==> config.mk <==
export PLATFORM = sky130hd
export DESIGN_NAME = eigcf_div
export DESIGN_NICKNAME = d
export VERILOG_FILES = /design/src/sv/euler_ideal_gas_cell_flux_defines.svh /design/src/sv/eigcf_pkg.sv /design/src/sv/eigcf_div.sv
export SDC_FILE = /design/constraint.sdc
export NUM_CORES = 1
export LEC_CHECK = 0
export BUFFER_PORTS_ARGS = -buffer_cell sky130_fd_sc_hd__buf_2
export CORE_MARGIN = 2
export CORE_UTILIZATION = 49
export CTS_CLUSTER_DIAMETER = 100
export DETAILED_ROUTE_END_ITERATION = 16
export GPL_TIMING_DRIVEN = 0
export PLACE_DENSITY_LB_ADDON = 0.12
export SKIP_CTS_REPAIR_TIMING = 1
export SLEW_MARGIN = 10
export SYNTH_ARGS = -nofsm -noshare
export SYNTH_HDL_FRONTEND = slang
export SYNTH_SLANG_ARGS = --single-unit
==> constraint.sdc <==
create_clock -name clk -period 4.25 [get_ports clk]
set_clock_uncertainty 0.05 [all_clocks]
set_input_delay 0.6375 -clock clk [delete_from_list [all_inputs] [get_ports clk]]
set_output_delay 0.6375 -clock clk [all_outputs]
set_load 0.005 [all_outputs]
==> src/sv/euler_ideal_gas_cell_flux_defines.svh <==
// Assertion macros for the Euler cell flux block.
// Needs clk and rst_n in the scope of each use.
`ifndef EULER_IDEAL_GAS_CELL_FLUX_DEFINES_SVH
`define EULER_IDEAL_GAS_CELL_FLUX_DEFINES_SVH

// same-cycle implication
`define EIGCF_ASSERT_NOW(lbl, ante, cons, msg) \
    lbl: assert property (@(posedge clk) disable iff (!rst_n) (ante) |-> (cons)) \
        else $error(msg);

// next-cycle implication
`define EIGCF_ASSERT_NEXT(lbl, ante, cons, msg) \
    lbl: assert property (@(posedge clk) disable iff (!rst_n) (ante) |=> (cons)) \
        else $error(msg);

`endif

==> src/sv/eigcf_pkg.sv <==
// Package for the Euler cell flux block: constants, sequencer states and
// saturating Q16.16 helpers. No dependencies.
`default_nettype none
package eigcf_pkg;

    localparam int WORD_BITS = 32;
    localparam int FRAC_BITS = 16;
    localparam int EXT_BITS  = WORD_BITS + FRAC_BITS;

    localparam logic signed [WORD_BITS-1:0] WORD_MAX = {1'b0, {(WORD_BITS-1){1'b1}}};
    localparam logic signed [WORD_BITS-1:0] WORD_MIN = {1'b1, {(WORD_BITS-1){1'b0}}};
    localparam logic signed [WORD_BITS-1:0] Q_ONE    = 32'sd65536;

    localparam logic [17:0] GAMMA_RST = 18'd91750;
    localparam logic [26:0] GASC_RST  = 27'd18808832;
    localparam logic [30:0] DT_RST    = 31'd655;
    localparam logic [30:0] DX_RST    = 31'd65536;

    typedef enum logic [1:0] {
        REG_GAMMA = 2'd0,
        REG_GASC  = 2'd1,
        REG_DT    = 2'd2,
        REG_DX    = 2'd3
    } reg_idx_t;

    typedef enum logic [4:0] {
        ST_IDLE, ST_U_GO, ST_U_WT, ST_UU, ST_KE, ST_PR, ST_GP, ST_G_GO, ST_G_WT,
        ST_A_GO, ST_A_WT, ST_T0_GO, ST_T0_WT, ST_T_GO, ST_T_WT, ST_MA_GO, ST_MA_WT,
        ST_PD, ST_C_GO, ST_C_WT, ST_MF, ST_EF, ST_OUT
    } state_t;

    function automatic logic [WORD_BITS-1:0] mag32(input logic signed [WORD_BITS-1:0] a);
        logic [WORD_BITS-1:0] r;
        r = a[WORD_BITS-1] ? (~a + 1'b1) : a;
        return r;
    endfunction

    function automatic logic signed [WORD_BITS-1:0] from_sm(input logic neg,
                                                            input logic [EXT_BITS-1:0] m);
        logic big;
        logic [WORD_BITS-1:0] lo;
        big = (m[EXT_BITS-1:WORD_BITS-1] != '0);
        lo  = m[WORD_BITS-1:0];
        if (neg)
            return big ? WORD_MIN : (~lo + 1'b1);
        else
            return big ? WORD_MAX : lo;
    endfunction

    function automatic logic signed [WORD_BITS-1:0] sat_add(input logic signed [WORD_BITS-1:0] a,
                                                            input logic signed [WORD_BITS-1:0] b);
        logic signed [WORD_BITS:0] s;
        s = {a[WORD_BITS-1], a} + {b[WORD_BITS-1], b};
        if (s[WORD_BITS] != s[WORD_BITS-1])
            return s[WORD_BITS] ? WORD_MIN : WORD_MAX;
        return s[WORD_BITS-1:0];
    endfunction

    function automatic logic signed [WORD_BITS-1:0] sat_sub(input logic signed [WORD_BITS-1:0] a,
                                                            input logic signed [WORD_BITS-1:0] b);
        logic signed [WORD_BITS:0] s;
        s = {a[WORD_BITS-1], a} - {b[WORD_BITS-1], b};
        if (s[WORD_BITS] != s[WORD_BITS-1])
            return s[WORD_BITS] ? WORD_MIN : WORD_MAX;
        return s[WORD_BITS-1:0];
    endfunction

    function automatic logic signed [WORD_BITS-1:0] mul_q(input logic signed [WORD_BITS-1:0] a,
                                                          input logic signed [WORD_BITS-1:0] b);
        logic [2*WORD_BITS-1:0] p;
        p = mag32(a) * mag32(b);
        return from_sm(a[WORD_BITS-1] ^ b[WORD_BITS-1], p[2*WORD_BITS-1:FRAC_BITS]);
    endfunction

endpackage
`default_nettype wire

==> src/sv/eigcf_div.sv <==
// Restoring divider, one quotient bit per cycle: (a * 2^16) / b, saturated.
// Depends on eigcf_pkg.
`default_nettype none
module eigcf_div (
    input  wire logic                                   clk,
    input  wire logic                                   rst_n,
    input  wire logic                                   start,
    input  wire logic signed [eigcf_pkg::WORD_BITS-1:0] dividend,
    input  wire logic        [eigcf_pkg::WORD_BITS-1:0] divisor,
    output logic                                        done,
    output logic signed [eigcf_pkg::WORD_BITS-1:0]      quotient
);
    logic                               busy_reg, busy_next;
    logic                               done_reg, done_next;
    logic [5:0]                         cnt_reg, cnt_next;
    logic                               neg_reg;
    logic [eigcf_pkg::EXT_BITS-1:0]     dv_reg, q_reg;
    logic [eigcf_pkg::WORD_BITS-1:0]    rem_reg, dsr_reg;
    logic [eigcf_pkg::WORD_BITS:0]      rem_s;
    logic                               ge;

    assign rem_s = {rem_reg, dv_reg[eigcf_pkg::EXT_BITS-1]};
    assign ge    = (rem_s >= {1'b0, dsr_reg});

    always_comb
    begin
        busy_next = busy_reg;
        cnt_next  = cnt_reg;
        done_next = 1'b0;
        if (start)
        begin
            busy_next = 1'b1;
            cnt_next  = 6'(eigcf_pkg::EXT_BITS);
        end
        else if (busy_reg)
        begin
            cnt_next = cnt_reg - 6'd1;
            if (cnt_reg == 6'd1)
            begin
                busy_next = 1'b0;
                done_next = 1'b1;
            end
        end
    end

    always_ff @(posedge clk or negedge rst_n)
    begin
        if (!rst_n)
        begin
            busy_reg <= 1'b0;
            done_reg <= 1'b0;
            cnt_reg  <= '0;
        end
        else
        begin
            busy_reg <= busy_next;
            done_reg <= done_next;
            cnt_reg  <= cnt_next;
        end
    end

    always_ff @(posedge clk)
    begin
        if (start)
        begin
            neg_reg <= dividend[eigcf_pkg::WORD_BITS-1];
            dv_reg  <= {eigcf_pkg::mag32(dividend), {eigcf_pkg::FRAC_BITS{1'b0}}};
            dsr_reg <= divisor;
            rem_reg <= '0;
            q_reg   <= '0;
        end
        else if (busy_reg)
        begin
            dv_reg  <= {dv_reg[eigcf_pkg::EXT_BITS-2:0], 1'b0};
            rem_reg <= ge ? eigcf_pkg::WORD_BITS'(rem_s - {1'b0, dsr_reg})
                          : rem_s[eigcf_pkg::WORD_BITS-1:0];
            q_reg   <= {q_reg[eigcf_pkg::EXT_BITS-2:0], ge};
        end
    end

    assign done     = done_reg;
    assign quotient = eigcf_pkg::from_sm(neg_reg, q_reg);
endmodule
`default_nettype wire

# Word-level counts from Yosys, hierarchy flattened
# Cells that the tools add are included.
# Widths: inputs -> output; s select.
# op_classes
n_mux	15
magnitude_cmp	1
n_reduce_logical	2
bitwise	2
n_eq_ne	1
add_sub_neg	4
# ops
op	n
$mux 32	5
$mux 48	2
$add 32x1->32 const B	2
$not 32->32	2
$ge 33x32->1	1
$sub 32x32->32	1
$reduce_bool 17->1	1
$mux 6	2
$eq 6x1->1 const B	1
$mux 1	6
$sub 6x1->6 const B	1
$reduce_bool 2->1	1
# word_totals
register_bits	153
out_inout_bits	33
word_cells	33
input_bits	67

# Logic depth before layout (Yosys ltp)
# logic_depth
depth_word	4
depth_mapped	14
depth_no_buf	12

# Worst setup path before layout
# No wires, ideal clock.
# synth_timing
kind	register to output
start	register q_reg[0] in the netlist's numbering
end	output port quotient[23] in the netlist's numbering
path_slack_ns	0.872
arrival_time_ns	2.691
path_stages_with_launch	11
t_required_ns	3.562
n_path_buf	1
cell_sequence	dfxtp_1 or2_1 or4_4 nor3_2 inv_1 or3_4 or3_4 or3_1 buf_6 o41ai_4 xor2_1
# synth_via
elab_chain_cells	4
# synth_rtl
item	line_no	source
start: declaration	eigcf_div.sv:17	logic [eigcf_pkg::EXT_BITS-1:0] dv_reg, q_reg;
start signal: assignment	eigcf_div.sv:77	q_reg <= {q_reg[eigcf_pkg::EXT_BITS-2:0], ge};
$not 32->32	eigcf_pkg.sv:45	return big ? WORD_MIN : (~lo + 1'b1);
$add 32x1->32	eigcf_pkg.sv:45	
$mux 32	eigcf_pkg.sv:45	
$mux 32	eigcf_pkg.sv:44	if (neg)
end: declaration	eigcf_div.sv:11	output logic signed [eigcf_pkg::WORD_BITS-1:0] quotient
# Every way passes these cells.

# Final worst setup path
# layout_timing
start	register q_reg[0] in the netlist's numbering
end	output port quotient[29] in the netlist's numbering
# The elaborated chain is that of the path after synthesis.

==> impl_metrics.csv <==
group,metric,value,unit
floorplanning,die_x,140,um
timing,tightest_slew,840,ps
critical_path,cp_max_fo,6,
place,place_hpwl,15200,um
synth,synth.top_cell.area_share,21.6,%
timing,fmax,242,MHz
floorplanning,num_rows,49,
synth,synth_common_cells,"nor2_1 (169), a21oi_1 (87), dfxtp_1 (80)",
place,place_congestion,0.843,
finish,areaGrowthSynthToFinish,15.8,%
route,routedWlPerCell,15.5,um
power_and_ir_drop,power_leakage,4.74,nW
timing,hold_viol_final,0,
finish,largest_register_ffs,48,
clocking,clk_latency,430,ps
route,wl_met1,10900,um
critical_path,r2r_setup_slack,380,ps
route,drt-total-wl,21400,um
timing,final.period_utilization,97.3,%
synth,synthesis.area,9060,um2
global_routing,grt_max_degree,35,
global_routing,gr-total-overflow,0,
run,cap_violations,0,
clocking,cts_root_buffer,"clkbuf_16",
clocking,htreeDepth,4,
synth,syn_avg_cell_area,8.90,um2
synth,ys_seq_area_share,41.4,%
timing,finalSetupViolations,0,
route,num_vias,7580,
status,status,"finished, final reports clean",
route,wl_met2,9390,um
power_and_ir_drop,vdd_drop_max,0.399,mV
route,via_per_inst,5.49,
route,wl_met3,983,um
finish,final_cells,1381,
floorplanning,core,18000,um2
finish,drive_gt1_share,14.0,%
route,drc_errors,0,
timing,fin_crit,4140,ps
clocking,cts_buffers,17,
timing,slew_headroom,44.0,%
global_routing,grt_pass1_vias,7093,
synth,postSynthCellCount,1018,
finish,nNetsFinal,1243,
synth,synthFlopType,"dfxtp_1",
timing,finalMaxSlewViolations,0,
floorplanning,initial_utilization,50.2,%
clocking,clock_sinks,153,
clocking,clk_path_buf_depth,2,
critical_path,critical_path_class,"flip-flop to output pin",
synth,synth_edf_count,65,
floorplanning,ios,100,
critical_path,critPathLaunchType,"flip-flop",
floorplanning,die_h,140,um
critical_path,reg2regPathDepth,11,
synth,synth.top_cells.by_area,"edfxtp_1 (22%), dfxtp_1 (18%), nor2_1 (7.0%)",
global_routing,grt_antenna_before_repair,0,
timing,rsz0062_at_grt,"no",
global_routing,grtUsageTotal,22.3,%
place,place_area,9840,um2
route,ant_nets,0,
synth,synth_cell_types,61,
synth,yosysMostFrequentCell,"nor2_1",
synth,synth_nets,1122,
worst_hold_path,holdPathEnd,"dsr_reg[19]",
route,drt-initial-drc-count,473,
clocking,cts_tree,"built",
synth,synth-seq-cells,153,
worst_hold_path,hp-class,"input port to flip-flop",
synth,yosysWarnings,0,
critical_path,r2r_start,"dsr_reg[0]",
place,post-place-cells,1346,
synth,yosysTopAreaCell,"edfxtp_1",
finish,diodes,0,
timing,fin_setup_tns,0,ps
finish,fin_area,10500,um2
place,port_buffers,99,
global_routing,grt_pass1_wl,35600,um
power_and_ir_drop,p_total,5.75,mW
route,first_pass_iters,5,
worst_hold_path,worstHoldStart,"divisor[19]",
clocking,clkTransAtPathRegs,60,ps
route,highest_layer,"met4",
critical_path,worstSetupEndpointType,"output pin",
power_and_ir_drop,power_density,548,nW/um2
worst_hold_path,holdPathStages,1,
floorplanning,dieArea,19600,um2
synth,async_flop_share,5.23,%
timing,holdWs,328,ps
critical_path,required,3560,ps
critical_path,worstPathArrival,3450,ps
critical_path,r2r_end,"rem_reg[28]",
==> final cells by class <==
cell class / instances / area [um2]
buffer: 55 / 219
clock buffer: 27 / 524
clock inverter: 5 / 57.6
fill: 1659 / 7540
inverter: 51 / 191
multi-input combinational: 759 / 4930
sequential: 153 / 3760
tap: 229 / 287
timing repair buffer: 102 / 520
==> metal layers <==
layer  vias to the layer above  GRT usage (%)
li1                       3881              -
met1                      3522           33.2
met2                       162           33.3
met3                        15           4.85
met4                         0           4.84
met5                         -              0
==> how the worst max path moves through the flow <==
stage | from | endpoint | slack [ps] | cells after the start
4_1_cts | q_reg[1] | quotient[28] | -200 | 12
2_1_floorplan | q_reg[0] | quotient[23] | 870 | 10
3_5_place_dp | q_reg[1] | quotient[28] | 380 | 12
5_1_grt | q_reg[0] | quotient[29] | 10 | 11
6_report | q_reg[0] | quotient[29] | 110 | 11
3_3_place_gp | q_reg[0] | quotient[28] | 370 | 12
==> metrics by stage <==
step / worst slack [ps] / util (%)
after floorplan: 872 / -
after global placement: 369 / 54.6
after detailed placement: 376 / 54.6
after CTS: -204 / 57.8
after global routing: 14.4 / 58.2
final: 115 / 58.2
==> critical path: stages, from the launching register on <==
cell and delay, ps:
dfxtp_2 340, or2_1 240, or4_4 450, nor3_2 140
inv_1 80, or3_4 340, or3_4 360, or3_1 340
buf_6 150, o31ai_2 200, xor2_1 220, buf_2 150
==> layout by cell type (no fill, tap or decap), types with 11 or more instances in the layout <==
master,n
nor3_1,14
nor2_1,169
a21o_1,12
inv_1,51
edfxtp_1,65
clkbuf_1,50
ha_1,36
xnor2_1,16
clkbuf_16,18
nand3_1,13
o31ai_1,11
o21ai_0,41
a211oi_1,28
dfxtp_1,78
nand2_1,65
mux2i_1,59
or3_1,11
a21oi_1,86
xor2_1,58
buf_2,103
==> kinds of logic after synthesis <==
kind of cell,synth area share [%]
and+or+nand+nor,17.9
xor gates and xnor gates,7.16
adders and majority gates,5.19
DFF,41.4
buffers and inverters,4.53
muxes,7.02
AOI/OAI and AO/OA,16.8
==> power breakdown <==
group	switching [mW]	internal (mW)	total, mW
clock network	0.590	0.905	1.50
logic	1.32	1.01	2.34
registers	0.158	1.76	1.92
No activity file was read; power rests on OpenSTA's default activity.
