**config.mk**
```make
export PLATFORM = sky130hd
export DESIGN_NAME = eigcf_sqrt
export DESIGN_NICKNAME = d
export VERILOG_FILES = /design/src/sv/euler_ideal_gas_cell_flux_defines.svh /design/src/sv/eigcf_pkg.sv /design/src/sv/eigcf_sqrt.sv
export SDC_FILE = /design/constraint.sdc
export NUM_CORES = 1
export LEC_CHECK = 0
export BUFFER_PORTS_ARGS = -buffer_cell sky130_fd_sc_hd__buf_2
export CAP_MARGIN = 10
export CORE_ASPECT_RATIO = 1.1
export CORE_MARGIN = 4
export CORE_UTILIZATION = 45
export DETAILED_ROUTE_END_ITERATION = 10
export GPL_ROUTABILITY_DRIVEN = 0
export PLACE_DENSITY = 0.68
export SETUP_SLACK_MARGIN = 0.5
export SLEW_MARGIN = 10
export SYNTH_ARGS = -nofsm -noshare
export SYNTH_HDL_FRONTEND = slang
export SYNTH_SLANG_ARGS = --single-unit
```
**constraint.sdc**
```tcl
create_clock -name clk -period 3.5 [get_ports clk]
set_input_delay 0.35 -clock clk [delete_from_list [all_inputs] [get_ports clk]]
set_output_delay 0.35 -clock clk [all_outputs]
set_load 0.02 [all_outputs]
```
**src/sv/euler_ideal_gas_cell_flux_defines.svh**
```systemverilog
// Assertion macros for the Euler cell flux block.
// Needs clk and rst_n in the scope of each use.
`ifndef EULER_IDEAL_GAS_CELL_FLUX_DEFINES_SVH
`define EULER_IDEAL_GAS_CELL_FLUX_DEFINES_SVH

// same-cycle implication
`define EIGCF_ASSERT_NOW(lbl, ante, cons, msg) \
    lbl: assert property (@(posedge clk) disable iff (!rst_n) (ante) |-> (cons)) \
        else $error(msg);

// next-cycle implication
`define EIGCF_ASSERT_NEXT(lbl, ante, cons, msg) \
    lbl: assert property (@(posedge clk) disable iff (!rst_n) (ante) |=> (cons)) \
        else $error(msg);

`endif

```
**src/sv/eigcf_pkg.sv**
```systemverilog
// Package for the Euler cell flux block: constants, sequencer states and
// saturating Q16.16 helpers. No dependencies.
`default_nettype none
package eigcf_pkg;

    localparam int WORD_BITS = 32;
    localparam int FRAC_BITS = 16;
    localparam int EXT_BITS  = WORD_BITS + FRAC_BITS;

    localparam logic signed [WORD_BITS-1:0] WORD_MAX = {1'b0, {(WORD_BITS-1){1'b1}}};
    localparam logic signed [WORD_BITS-1:0] WORD_MIN = {1'b1, {(WORD_BITS-1){1'b0}}};
    localparam logic signed [WORD_BITS-1:0] Q_ONE    = 32'sd65536;

    localparam logic [17:0] GAMMA_RST = 18'd91750;
    localparam logic [26:0] GASC_RST  = 27'd18808832;
    localparam logic [30:0] DT_RST    = 31'd655;
    localparam logic [30:0] DX_RST    = 31'd65536;

    typedef enum logic [1:0] {
        REG_GAMMA = 2'd0,
        REG_GASC  = 2'd1,
        REG_DT    = 2'd2,
        REG_DX    = 2'd3
    } reg_idx_t;

    typedef enum logic [4:0] {
        ST_IDLE, ST_U_GO, ST_U_WT, ST_UU, ST_KE, ST_PR, ST_GP, ST_G_GO, ST_G_WT,
        ST_A_GO, ST_A_WT, ST_T0_GO, ST_T0_WT, ST_T_GO, ST_T_WT, ST_MA_GO, ST_MA_WT,
        ST_PD, ST_C_GO, ST_C_WT, ST_MF, ST_EF, ST_OUT
    } state_t;

    function automatic logic [WORD_BITS-1:0] mag32(input logic signed [WORD_BITS-1:0] a);
        logic [WORD_BITS-1:0] r;
        r = a[WORD_BITS-1] ? (~a + 1'b1) : a;
        return r;
    endfunction

    function automatic logic signed [WORD_BITS-1:0] from_sm(input logic neg,
                                                            input logic [EXT_BITS-1:0] m);
        logic big;
        logic [WORD_BITS-1:0] lo;
        big = (m[EXT_BITS-1:WORD_BITS-1] != '0);
        lo  = m[WORD_BITS-1:0];
        if (neg)
            return big ? WORD_MIN : (~lo + 1'b1);
        else
            return big ? WORD_MAX : lo;
    endfunction

    function automatic logic signed [WORD_BITS-1:0] sat_add(input logic signed [WORD_BITS-1:0] a,
                                                            input logic signed [WORD_BITS-1:0] b);
        logic signed [WORD_BITS:0] s;
        s = {a[WORD_BITS-1], a} + {b[WORD_BITS-1], b};
        if (s[WORD_BITS] != s[WORD_BITS-1])
            return s[WORD_BITS] ? WORD_MIN : WORD_MAX;
        return s[WORD_BITS-1:0];
    endfunction

    function automatic logic signed [WORD_BITS-1:0] sat_sub(input logic signed [WORD_BITS-1:0] a,
                                                            input logic signed [WORD_BITS-1:0] b);
        logic signed [WORD_BITS:0] s;
        s = {a[WORD_BITS-1], a} - {b[WORD_BITS-1], b};
        if (s[WORD_BITS] != s[WORD_BITS-1])
            return s[WORD_BITS] ? WORD_MIN : WORD_MAX;
        return s[WORD_BITS-1:0];
    endfunction

    function automatic logic signed [WORD_BITS-1:0] mul_q(input logic signed [WORD_BITS-1:0] a,
                                                          input logic signed [WORD_BITS-1:0] b);
        logic [2*WORD_BITS-1:0] p;
        p = mag32(a) * mag32(b);
        return from_sm(a[WORD_BITS-1] ^ b[WORD_BITS-1], p[2*WORD_BITS-1:FRAC_BITS]);
    endfunction

endpackage
`default_nettype wire

```
**src/sv/eigcf_sqrt.sv**
```systemverilog
// Digit-by-digit square root, one bit pair per cycle: floor(sqrt(x * 2^16)).
// Depends on eigcf_pkg.
`default_nettype none
module eigcf_sqrt (
    input  wire logic                                clk,
    input  wire logic                                rst_n,
    input  wire logic                                start,
    input  wire logic [eigcf_pkg::WORD_BITS-1:0]     radicand,
    output logic                                     done,
    output logic [24:0]                              root
);
    logic                               busy_reg, busy_next;
    logic                               done_reg, done_next;
    logic [4:0]                         cnt_reg, cnt_next;
    logic [eigcf_pkg::EXT_BITS-1:0]     v_reg;
    logic [27:0]                        r_reg;
    logic [24:0]                        y_reg;
    logic [27:0]                        r_s, trial;
    logic                               ge;

    assign r_s   = {r_reg[25:0], v_reg[eigcf_pkg::EXT_BITS-1 -: 2]};
    assign trial = {1'b0, y_reg, 2'b01};
    assign ge    = (r_s >= trial);

    always_comb
    begin
        busy_next = busy_reg;
        cnt_next  = cnt_reg;
        done_next = 1'b0;
        if (start)
        begin
            busy_next = 1'b1;
            cnt_next  = 5'(eigcf_pkg::EXT_BITS / 2);
        end
        else if (busy_reg)
        begin
            cnt_next = cnt_reg - 5'd1;
            if (cnt_reg == 5'd1)
            begin
                busy_next = 1'b0;
                done_next = 1'b1;
            end
        end
    end

    always_ff @(posedge clk or negedge rst_n)
    begin
        if (!rst_n)
        begin
            busy_reg <= 1'b0;
            done_reg <= 1'b0;
            cnt_reg  <= '0;
        end
        else
        begin
            busy_reg <= busy_next;
            done_reg <= done_next;
            cnt_reg  <= cnt_next;
        end
    end

    always_ff @(posedge clk)
    begin
        if (start)
        begin
            v_reg <= {radicand, {eigcf_pkg::FRAC_BITS{1'b0}}};
            r_reg <= '0;
            y_reg <= '0;
        end
        else if (busy_reg)
        begin
            v_reg <= {v_reg[eigcf_pkg::EXT_BITS-3:0], 2'b00};
            r_reg <= ge ? (r_s - trial) : r_s;
            y_reg <= {y_reg[23:0], ge};
        end
    end

    assign done = done_reg;
    assign root = y_reg;
endmodule
`default_nettype wire

```
* Word-level counts from Yosys, hierarchy flattened *
Index checks and enable logic that the tools add are counted.

storage, ports and cells
  flip-flop bits (word level) = 90
  output and inout port bits = 26
  logic and storage cells = 22

operators by class
  add/subtract/negate cells = 2
  order comparisons = 1
  eq/ne operators = 1
  muxes and demuxes = 11
  reduce and logical (&&, ||, !) cells = 1

operator list
  kind                   count
  $mux W48               2
  $ge A28 B27 Y1         1
  $mux W26               1
  $sub A26 B26 Y26       1
  $mux W5                2
  $mux W1                6
  $eq A5 B1 Y1 const B   1
  $sub A5 B1 Y5 const B  1
  $reduce_bool A2 Y1     1

* Logic depth before layout (Yosys ltp) *
  depth after elaboration = 4
  mapped depth = 13
  depth with buffers taken out = 10

* Least setup slack after synthesis *
Ideal clock, no wire load.

  path type = register -> register
  start point = reg y_reg[4], in the netlist root[4]
  end point = reg r_reg[11]
  library setup time = 0.132 ns
  arrival = 2.557 ns
  data required time = 3.368 ns
  slack = 0.810 ns
  cell stages (with the launch flop) = 13
  path buffers = 2
  clock period less this slack = 2.690 ns
  cells stage by stage = dfxtp_1 -> inv_1 -> ha_1 -> a21oi_1 -> nand2_1 -> a2111oi_0 -> o21ai_1 -> nor3b_4 -> or2_1 -> buf_6 -> buf_6 -> o211ai_2 -> a21oi_1

between the ends
  word-level cells in the longest chain between the ends = 2

RTL lines
  what                                                RTL line                            source
  from (decl)                                         eigcf_sqrt.sv:17                    logic [24:0] y_reg;
  from (signal assigned)                              eigcf_sqrt.sv:74                    y_reg <= {y_reg[23:0], ge};
  $sub A26 B26 Y26 or $ge A28 B27 Y1 (tied branches)  eigcf_sqrt.sv:73, eigcf_sqrt.sv:23
  $mux W26 *                                          eigcf_sqrt.sv:73                    r_reg <= ge ? (r_s - trial) : r_s;
  to (signal assigned)                                eigcf_sqrt.sv:73
  to (decl)                                           eigcf_sqrt.sv:16                    logic [27:0] r_reg;

Every way passes the cells marked *; elsewhere a longest branch is shown, timed or not.
A chain may end at the register's enable or synchronous reset.

* Worst setup path in the final report *
  start point = reg y_reg[4], in the netlist root[4]
  end point = reg r_reg[18]

Same word-level chain as after synthesis.

==> results by stage <==
Die:
- The chip height is 120 um.
- The standard-cell row count is 40.
- The floorplan step defined a core boundary enclosing about 11000 um2.
- The floorplan die area is between 10000 and 15000 um2.
- The effective utilization at floorplan is between 40 and 50%.
- During I/O placement, the number of pins put on the boundary was 61.
- In this run the horizontal extent of the chip is 110 um.

Finish:
- The number of flip-flops in the largest register is 32.
- The number of nets in the finished design is 638.
- In the final layout, the share of cells above drive strength 1 is 26.9%.
- The core utilization of the finished layout is a little over half.
- With fillers left out, the area of the finished cells amounts to 5960 um2.
- The synthesis-to-finish area growth is 15.1%.
- The final cell count without fillers is 726.
- The number of inserted diodes is 0.

Worst setup path:
- The beginning of the worst register-to-register path is root[4].
- STA classifies the critical path endpoint as a flip-flop.
- The start-to-end type of the worst setup path is reg -> reg.
- The setup check on the worst reg-to-reg path leaves a slack of 640 ps.
- STA classifies the critical path startpoint as a flip-flop.
- For the worst setup path, the data arrival time is 3130 ps.
- Tracing the worst setup path back leads to its startpoint at root[4].
- The required time of the critical path is 3770 ps.
- In this run the worst path has a maximum fanout of 6.

Synth:
- For this run, the leading register cell type out of synthesis is sky130_fd_sc_hd__dfxtp_1.
- The cell area that synthesis handed to floorplanning was 5170 um2.
- The count of mapped cells out of synthesis is 521.
- The average size of a mapped cell is 9.93 um2.
- Counting flops with a built-in enable in the synthesized netlist gives 32.
- The total nets after synthesis is 585.
- The sequential cell area fraction in the yosys report is 41.7%.
- The number of synthesized register bits is 90.
- The count of different cell masters after synthesis is 61.
- The async set-reset flop share out of synthesis is 7.78%.
- During synthesis, Yosys emitted a total of 0 warnings.

Drt:
- Before antenna repair, the detailed router went through 4 iterations.
- The number of remaining DRC errors is 0.
- Wires add up to 10700 um.
- The number of nets with antenna violations after detailed routing is 0.
- The mean routed wirelength per cell is roughly 15 um.
- The number of DRC markers after the initial detailed-route iteration is 191.
- The total vias in the final route is 3921.
- The via count normalized by instance count is 5.40.

Clock tree:
- For the worst-skew pair, the clock arrives at the later sink with an insertion delay of 350 ps.
- CTS saw 90 sinks.
- The total CTS buffers is 9.
- The maximum buffer depth of the clock tree is 2.
- After clock tree synthesis, the clock-pin slew on the worst setup and hold paths is 70 ps.
- The clock tree synthesis step divided the H-tree into 3 levels.
- The CTS tree is built.
- The cell at the root of the clock tree is sky130_fd_sc_hd__clkbuf_16.

Place:
- The half-perimeter wire length of the detailed placement result is 7580 um.
- The worst-case setup slack after placement is between 500 and 600 ps.
- The number of buffers inserted by port buffering is 60.
- The instance area after placement is between 5000 and 6000 um2.
- The number of cells after detailed placement is 707.

STA:
- The worst path needs 2860 ps of the cycle, external delays included.
- The share of the cycle needed by the critical path after routing is approximately four fifths.
- In the final timing run, aggregate negative setup slack is 0 ps.
- Setup repair after global routing could not meet its margin everywhere.
- The number of setup violations in the final report is 0.
- The maximum clock skew at final layout is 4.53 ps.
- For the pin with the worst max-slew slack, the measured transition is around 740 ps.
- The final worst-path setup slack is 640 ps.
- The max-slew violation count is 0.
- The maximum clock frequency is 0.350 GHz.
- Hold timing on the final database bottoms out at a slack of 285 ps.
- The final hold violation count is 0.
- The relative slew slack is 50.5%.

Global route:
- The initial antenna violation count was 0.
- The remaining global-route overflow is 0.
- The largest net degree at the start of global routing is 61.
- The wire length of the first global-routing pass is 18400 um.
- The number of global-route vias before repair came to 4028.
- For this run, the total global-route usage over all layers was measured as 17.1%.

Power and ir drop:
- The worst-case vdd ir drop is 0.411 mV.
- The post-route total power is about 5 mW.
- For this design the static power due to leakage is around 2.6 nW.
- For this design the ratio of total power to cell area is 864 nW/um2.

Hold path:
- The path category of the worst min-delay check is in -> reg.
- The startpoint of the tightest hold check path is radicand[0].

Outcome:
- The flow ran to the end, and the final reports show no timing, DRC or antenna violations.

Flow run:
- The number of max-cap violations is 0.
what timing repair did:
action	4_1_cts	5_1_grt
hold endpoints to repair	7	0
setup endpoints to repair	0	25
hold buffers	1	0
buffers inserted	0	2
resized for setup	0	10
cell families (layout without fill, tap and decap cells):
family	after synthesis	after routing	share of synthesized area, %
and+or+nand+nor	161	161	14.9
buffers and inverters	58	116	4.81
muxes	55	55	11.4
adders and majority gates	29	29	7.01
AOI/OAI and AO/OA	101	101	15.6
DFF	90	90	41.7
xor gates and xnor gates	27	27	4.57
cells in the mapped netlist (2+ instances only):
| master | number | share of area (%) |
|---|---|---|
| sky130_fd_sc_hd__o211ai_2 | 3 | 0.73 |
| sky130_fd_sc_hd__a311oi_2 | 14 | 4.1 |
| sky130_fd_sc_hd__xnor2_1 | 19 | 3.2 |
| sky130_fd_sc_hd__edfxtp_1 | 32 | 19 |
| sky130_fd_sc_hd__a2111oi_0 | 2 | 0.34 |
| sky130_fd_sc_hd__a41oi_1 | 2 | 0.34 |
| sky130_fd_sc_hd__a211oi_1 | 7 | 1.0 |
| sky130_fd_sc_hd__o21a_1 | 3 | 0.44 |
| sky130_fd_sc_hd__inv_1 | 31 | 2.2 |
| sky130_fd_sc_hd__buf_6 | 2 | 0.44 |
| sky130_fd_sc_hd__nor2_1 | 61 | 4.4 |
| sky130_fd_sc_hd__a311oi_1 | 4 | 0.68 |
| sky130_fd_sc_hd__nor3_1 | 5 | 0.48 |
| sky130_fd_sc_hd__clkbuf_1 | 17 | 1.2 |
| sky130_fd_sc_hd__o211ai_1 | 3 | 0.44 |
| sky130_fd_sc_hd__dfrtp_1 | 7 | 3.4 |
| sky130_fd_sc_hd__o31a_1 | 2 | 0.34 |
| sky130_fd_sc_hd__dfxtp_1 | 51 | 20 |
| sky130_fd_sc_hd__or2_2 | 2 | 0.24 |
| sky130_fd_sc_hd__a31oi_1 | 3 | 0.36 |
| sky130_fd_sc_hd__xor2_1 | 8 | 1.4 |
| sky130_fd_sc_hd__nand2_2 | 8 | 0.97 |
| sky130_fd_sc_hd__o21ai_0 | 14 | 1.4 |
| sky130_fd_sc_hd__nor2b_1 | 3 | 0.36 |
| sky130_fd_sc_hd__ha_1 | 29 | 7.0 |
| sky130_fd_sc_hd__nand2_1 | 38 | 2.8 |
| sky130_fd_sc_hd__a21o_1 | 7 | 1.0 |
| sky130_fd_sc_hd__mux2i_1 | 25 | 4.8 |
| sky130_fd_sc_hd__o21ai_1 | 3 | 0.29 |
| sky130_fd_sc_hd__nand3_1 | 11 | 1.1 |
| sky130_fd_sc_hd__mux2_2 | 30 | 6.5 |
| sky130_fd_sc_hd__o31ai_1 | 2 | 0.29 |
| sky130_fd_sc_hd__a21oi_1 | 21 | 2.0 |
| sky130_fd_sc_hd__and2_1 | 5 | 0.60 |
| sky130_fd_sc_hd__nand2b_1 | 11 | 1.3 |
| sky130_fd_sc_hd__buf_1 | 3 | 0.22 |
| sky130_fd_sc_hd__nand4_1 | 5 | 0.60 |
| sky130_fd_sc_hd__nor3b_1 | 2 | 0.29 |
| sky130_fd_sc_hd__buf_2 | 4 | 0.39 |
path summary, 6_finish.rpt:
check	to	cells after the start
worst min register to register	r_reg[17]	2
worst max-delay path	r_reg[18]	11
worst max register to register	r_reg[18]	11
max in group asynchronous	busy_reg	2
worst min-delay path	v_reg[16]	2
min in group asynchronous	busy_reg	2
area by class of cell:
| class | count | area (um2) |
|---|---|---|
| inverters | 31 | 116 |
| flip-flops and latches | 90 | 2160 |
| clock inverters | 7 | 82.6 |
| fillers | 1026 | 5100 |
| well taps | 147 | 184 |
| multi-input cells | 373 | 2800 |
| clock buffers | 9 | 225 |
| repair buffers | 69 | 385 |
layer usage:
| layer | vias up | track usage [%] | share of wire, % |
|---|---|---|---|
| li1 | 1964 | - | - |
| met1 | 1891 | 22.2 | 47 |
| met2 | 55 | 28.1 | 48 |
| met3 | 11 | 3.90 | 3.5 |
| met4 | 0 | 5.62 | 1.4 |
| met5 | - | 0 | 0 |
worst max-delay path: stages (launching register included):
cell and delay, ps:
sky130_fd_sc_hd__dfxtp_1 380, sky130_fd_sc_hd__inv_1 60, sky130_fd_sc_hd__ha_1 360, sky130_fd_sc_hd__a21oi_1 160, sky130_fd_sc_hd__nand2_1 170, sky130_fd_sc_hd__a2111oi_1 550
sky130_fd_sc_hd__buf_4 200, sky130_fd_sc_hd__o31ai_1 100, sky130_fd_sc_hd__o41ai_1 360, sky130_fd_sc_hd__xnor2_1 170, sky130_fd_sc_hd__nand3_1 110, sky130_fd_sc_hd__a21oi_1 180
power breakdown:
group          switching (mW)  internal (mW)  total (mW)
clock network           0.441          0.566        1.01
logic                    1.49           1.26        2.75
registers               0.129           1.26        1.39
total                    2.06           3.09        5.15
placed cells by master, fill, tap and decap left out, types with 4 or more instances in the layout:
| master | synthesis | final |
|---|---|---|
| sky130_fd_sc_hd__a311oi_2 | 14 | 14 |
| sky130_fd_sc_hd__nand4_1 | 5 | 5 |
| sky130_fd_sc_hd__xnor2_1 | 19 | 19 |
| sky130_fd_sc_hd__a311oi_1 | 4 | 4 |
| sky130_fd_sc_hd__dfxtp_1 | 51 | 51 |
| sky130_fd_sc_hd__mux2_2 | 30 | 30 |
| sky130_fd_sc_hd__nor3_1 | 5 | 5 |
| sky130_fd_sc_hd__a21o_1 | 7 | 7 |
| sky130_fd_sc_hd__and2_1 | 5 | 5 |
| sky130_fd_sc_hd__xor2_1 | 8 | 8 |
| sky130_fd_sc_hd__nand2_1 | 38 | 38 |
| sky130_fd_sc_hd__nand3_1 | 11 | 11 |
| sky130_fd_sc_hd__ha_1 | 29 | 26 |
| sky130_fd_sc_hd__a21oi_1 | 21 | 21 |
| sky130_fd_sc_hd__buf_2 | 4 | 59 |
| sky130_fd_sc_hd__nand2_2 | 8 | 8 |
| sky130_fd_sc_hd__nor2_1 | 61 | 61 |
| sky130_fd_sc_hd__a211oi_1 | 7 | 7 |
| sky130_fd_sc_hd__edfxtp_1 | 32 | 32 |
| sky130_fd_sc_hd__mux2i_1 | 25 | 25 |
| sky130_fd_sc_hd__nand2b_1 | 11 | 11 |
| sky130_fd_sc_hd__buf_4 | 0 | 8 |
| sky130_fd_sc_hd__inv_1 | 31 | 31 |
| sky130_fd_sc_hd__clkbuf_16 | 0 | 9 |
| sky130_fd_sc_hd__dfrtp_1 | 7 | 6 |
| sky130_fd_sc_hd__o21ai_0 | 14 | 14 |
No activity file was read; power rests on OpenSTA's default activity.
